===== src/hw/rtl/hwsb_pkg.sv =====
// Shared widths and constants of the HLLE wave speed bounds block.
`timescale 1ns / 1ps
`default_nettype none
package hwsb_pkg;
    localparam int FRAC_BITS_DEF = 16;
    localparam int NORM_BITS     = 16;
    localparam int DEPTH_W       = 31;
    localparam int MOM_W         = 32;
    localparam int NRM_W         = 18;
    localparam int SPD_W         = 32;
    localparam logic [SPD_W-1:0] S32_MAX = 32'h7FFF_FFFF;
    localparam logic [SPD_W-1:0] S32_MIN = 32'h8000_0000;
endpackage
`default_nettype wire


===== src/hw/rtl/hwsb_roe_cell.sv =====
// One cell of the Roe average chain: a divide step for each velocity component.
`timescale 1ns / 1ps
`default_nettype none
module hwsb_roe_cell import hwsb_pkg::*; #(
    parameter int SQN    = (DEPTH_W + 1 + FRAC_BITS_DEF) / 2,
    parameter int SIDE_W = 1
) (
    input  logic                    i_clk,
    input  logic                    i_rst_n,
    input  logic                    i_en,
    input  logic                    i_valid,
    input  logic [SQN:0]            i_den,
    input  logic [1:0][SQN:0]       i_rem,
    input  logic [1:0][SPD_W-1:0]   i_dq,
    input  logic [1:0]              i_neg,
    input  logic [SIDE_W-1:0]       i_side,
    output logic                    o_valid,
    output logic [SQN:0]            o_den,
    output logic [1:0][SQN:0]       o_rem,
    output logic [1:0][SPD_W-1:0]   o_dq,
    output logic [1:0]              o_neg,
    output logic [SIDE_W-1:0]       o_side
);
    localparam int RW = SQN + 1;

    logic [1:0][SQN:0]     n_rem;
    logic [1:0][SPD_W-1:0] n_dq;

    always_comb begin
        logic [SQN+1:0] t;
        logic [SQN+1:0] dv;
        logic           ge;
        dv = {1'b0, i_den};
        for (int k = 0; k < 2; k++) begin
            t  = {i_rem[k], i_dq[k][SPD_W-1]};
            ge = (t >= dv);
            n_rem[k] = ge ? RW'(t - dv) : t[SQN:0];
            n_dq[k]  = {i_dq[k][SPD_W-2:0], ge};
        end
    end

    always_ff @(posedge i_clk) begin
        if (!i_rst_n) begin
            o_valid <= 1'b0;
        end else if (i_en) begin
            o_valid <= i_valid;
        end
    end

    always_ff @(posedge i_clk) begin
        if (i_en) begin
            o_den  <= i_den;
            o_rem  <= n_rem;
            o_dq   <= n_dq;
            o_neg  <= i_neg;
            o_side <= i_side;
        end
    end
endmodule
`default_nettype wire


===== config.mk =====
export PLATFORM = sky130hd
export DESIGN_NAME = hwsb_roe_cell
export DESIGN_NICKNAME = d
export VERILOG_FILES = /design/src/hw/rtl/hwsb_pkg.sv /design/src/hw/rtl/hwsb_roe_cell.sv
export SDC_FILE = /design/constraint.sdc
export NUM_CORES = 1
export LEC_CHECK = 0
export BUFFER_PORTS_ARGS = -buffer_cell sky130_fd_sc_hd__buf_2
export CAP_MARGIN = 20
export CELL_PAD_IN_SITES_DETAIL_PLACEMENT = 0
export CELL_PAD_IN_SITES_GLOBAL_PLACEMENT = 2
export CORE_MARGIN = 1.5
export CORE_UTILIZATION = 31
export DETAILED_ROUTE_END_ITERATION = 12
export GPL_TIMING_DRIVEN = 0
export PLACE_DENSITY_LB_ADDON = 0.1
export REMOVE_ABC_BUFFERS = 1
export SETUP_SLACK_MARGIN = 0.1
export SYNTH_ARGS = -nofsm -noshare
export SYNTH_HDL_FRONTEND = slang
export SYNTH_SLANG_ARGS = --single-unit
export TNS_END_PERCENT = 1

===== constraint.sdc =====
create_clock -name i_clk -period 3 [get_ports i_clk]
set_input_delay 0.3 -clock i_clk [delete_from_list [all_inputs] [get_ports i_clk]]
set_output_delay 0.3 -clock i_clk [all_outputs]
set_load 0.01 [all_outputs]

==> impl_metrics.env <==
export IMPL_grt_overflow=0
export IMPL_status="finished, final reports clean"
export IMPL_first_pass_iters=5
export IMPL_initial_core_util=0.316
export IMPL_place_ws_ns=-0.902
export IMPL_ir_drop_v=0.000322
export IMPL_final_fill_count=2439
export IMPL_crit_slowest_cell="a211oi_2"
export IMPL_die_area_um2=25900
export IMPL_rsz0062_at_grt="no"
export IMPL_tritoncts="done"
export IMPL_slew_viol_final=0
export IMPL_io_pins=289
export IMPL_dr_wl_met3_um=1350
export IMPL_cts_hold_buf=0
export IMPL_multi_input_area_um2=3250
export IMPL_cp_end_kind="flip-flop"
export IMPL_clk_pin_slew_ns=0.07
export IMPL_highest_layer="met4"
export IMPL_combinationalPowerShare=0.220
export IMPL_p_sw_frac=0.296
export IMPL_grt_pass1_wl_um=36300
export IMPL_drtIter0Drc=321
export IMPL_yosys_warnings=0
export IMPL_ys_types=62
export IMPL_netlist_instances=654
export IMPL_place_gp_congestion=0.813
export IMPL_p_seq_frac=0.420
export IMPL_core_um2=24400
export IMPL_powerDensity_nw_per_um2=585
export IMPL_drive_gt1_frac=0.384
export IMPL_period_minus_slack_ns=2.77
export IMPL_grt_use_total=0.185
export IMPL_fin_crit_sh=0.924
export IMPL_dr_wl_met2_um=12100
export IMPL_maxCapViolCount=0
export IMPL_rows=57
export IMPL_area_delta_synth_final_pct=32.5
export IMPL_whs_ns=0.0500
export IMPL_timing_fmax_mhz=361
export IMPL_wl_met1_um=10100
export IMPL_synth_area_um2=7720
export IMPL_clock_sinks=143
export IMPL_setup_violations=0
export IMPL_io_buffers=288
export IMPL_drtAntennaViolNets=0
export IMPL_dieWidth_um=161
export IMPL_clkLatencyLatePin_ns=0.41
export IMPL_seq_area_um2=4280
export IMPL_final_nets=1144
export IMPL_hpwlAfterDp_um=18900
export IMPL_vias=6309
export IMPL_drc=0
export IMPL_setup_ws_ns=0.229
export IMPL_pwr_share_clk=0.360
export IMPL_htree_levels=4
export IMPL_synth_area_per_cell_um2=11.8
export IMPL_tightest_slew_ns=0.835
export IMPL_ctsLongestPathBuffers=2
export IMPL_first_global_vias=6432
export IMPL_slowest_delay_ns=0.76
export IMPL_cp_cell_sequence="buf_2, inv_1, ha_1, inv_1, fa_1, a211oi_2, o211ai_1, a211oi_2, o21bai_2, a211oi_2, o21ai_1"
export IMPL_cp_common_cell="a211oi_2"
export IMPL_power_switching_mw=1.77
export IMPL_viasPerCell=4.92
export IMPL_grt_max_degree=105
export IMPL_root_buffer="clkbuf_16"
export IMPL_p_leak_nw=4.39
export IMPL_wl_per_cell_um=18.7
export IMPL_wl_um=24000
export IMPL_synth_main_ff_cell="edfxtp_1"
export IMPL_start_kind="primary input"
export IMPL_clock_skew_final_ns=0
export IMPL_min_path_type="in2reg"
export IMPL_cp_max_fo=10
export IMPL_synth_edf_count=142
export IMPL_fin_util=0.419
export IMPL_die_h_um=161
export IMPL_worstSetupPathType="in2reg"
export IMPL_slew_headroom=0.442
export IMPL_hold_viol=0
export IMPL_cts_buffers=17
export IMPL_worst_ep_arrival_time_ns=2.90
export IMPL_diodes=0
export IMPL_ys_async_sr_fraction=0
export IMPL_ys_ff_latch=143
export IMPL_required_ns=3.13
export IMPL_yosysSeqAreaShare=0.555
export IMPL_p_int_mw=4.21
export IMPL_antenna_found_initial=0
[repair_timing]
item,4_1_cts,5_1_grt
cloned,1,0
resized for setup,5,10
setup endpoints to repair,48,28
pin swaps,2,1
buffers inserted,3,0
[registers in the layout (all words and copies together), names as in the netlist]
name and cells:
o_valid 1, o_rem 50, o_dq 64, o_neg 2
o_side 1, o_den 25
[cell families after synthesis]
group,count (synthesis),synth area share
buffers and inverters,63,0.0324
muxes,24,0.0344
DFF,143,0.555
xor gates and xnor gates,36,0.0408
adders and majority gates,52,0.0862
and+or+nand+nor,152,0.0994
AOI/OAI and AO/OA,184,0.152
[power by group through the flow]
stage,combinational (mW),sequential (mW),clock (mW)
after CTS,1.33,2.52,2.23
after global routing,1.45,2.53,2.31
after floorplan,0.619,2.68,0
after global placement,1.29,2.56,0
after detailed placement,1.30,2.56,0
final,1.31,2.51,2.15
[synth_stat cells (13+ instances only)]
master / n / area, um^2
a21o_1: 19 / 143
nand3_1: 19 / 95.1
a21oi_1: 49 / 245
o21ai_0: 48 / 240
nor2_1: 21 / 78.8
xor2_1: 13 / 114
mux2_2: 19 / 214
ha_1: 50 / 626
xnor2_1: 23 / 201
edfxtp_1: 142 / 4260
nand4_1: 13 / 81.3
nand2_1: 51 / 191
inv_1: 40 / 150
[per-layer routing]
layer / up-vias / track usage
met2: 211 / 0.330
li1: 3067 / -
met5: - / 0
met3: 20 / 0.0323
met1: 3011 / 0.225
met4: 0 / 0.0614
[metrics by stage]
step	setup TNS [ns]	cells	total power [mW]	instance area (um^2)
2_1_floorplan	-3.94	633	3.30	7630
3_3_place_gp	-55.56	1245	3.85	9470
3_5_place_dp	-31.14	1247	3.86	9530
4_1_cts	0	1283	6.08	10200
5_1_grt	0	1283	6.30	10200
6_report	0	1283	5.98	10200
[cell type report]
class / instances / area share
clock buffer: 17 / 0.0416
clock inverter: 15 / 0.0171
inverter: 42 / 0.0159
multi-input combinational: 449 / 0.318
sequential: 143 / 0.419
tap: 324 / 0.0396
timing repair buffer: 293 / 0.149
[placed cells by master, fill, tap and decap left out, types with 5 or more instances in the layout]
cell type | netlist | final
nand4_1 | 13 | 13
nor3_1 | 12 | 11
clkbuf_16 | 0 | 17
nand2b_1 | 8 | 8
inv_1 | 40 | 40
inv_8 | 0 | 5
mux2_2 | 19 | 19
nand3_1 | 19 | 19
a21oi_1 | 49 | 48
o21ai_0 | 48 | 47
nor2_1 | 21 | 21
ha_1 | 50 | 49
nand2_1 | 51 | 51
o21a_1 | 6 | 6
o21bai_1 | 8 | 7
buf_2 | 8 | 287
a21o_1 | 19 | 19
xnor2_1 | 23 | 23
o211ai_1 | 7 | 7
a211oi_1 | 7 | 5
xor2_1 | 13 | 13
a31oi_1 | 7 | 7
nor2b_1 | 5 | 5
edfxtp_1 | 142 | 142
[critical path: cells and delay by family]
family                   cells  cell delay, ns
AO/OA/AOI/OAI                6            1.79
buffers and inverters        3            0.22
adder cells (fa/ha/maj)      2            0.60
[final timing paths]
check	startpoint	cells after the start	end	slack (ns)
worst max register to register	o_valid	2	o_valid	2.41
worst min-delay path	i_dq[16]	1	o_dq[17]	0.05
worst max-delay path	i_dq[31]	11	o_rem[24]	0.23
worst min register to register	o_valid	2	o_valid	0.53
Power figures use the tool's default switching activity.
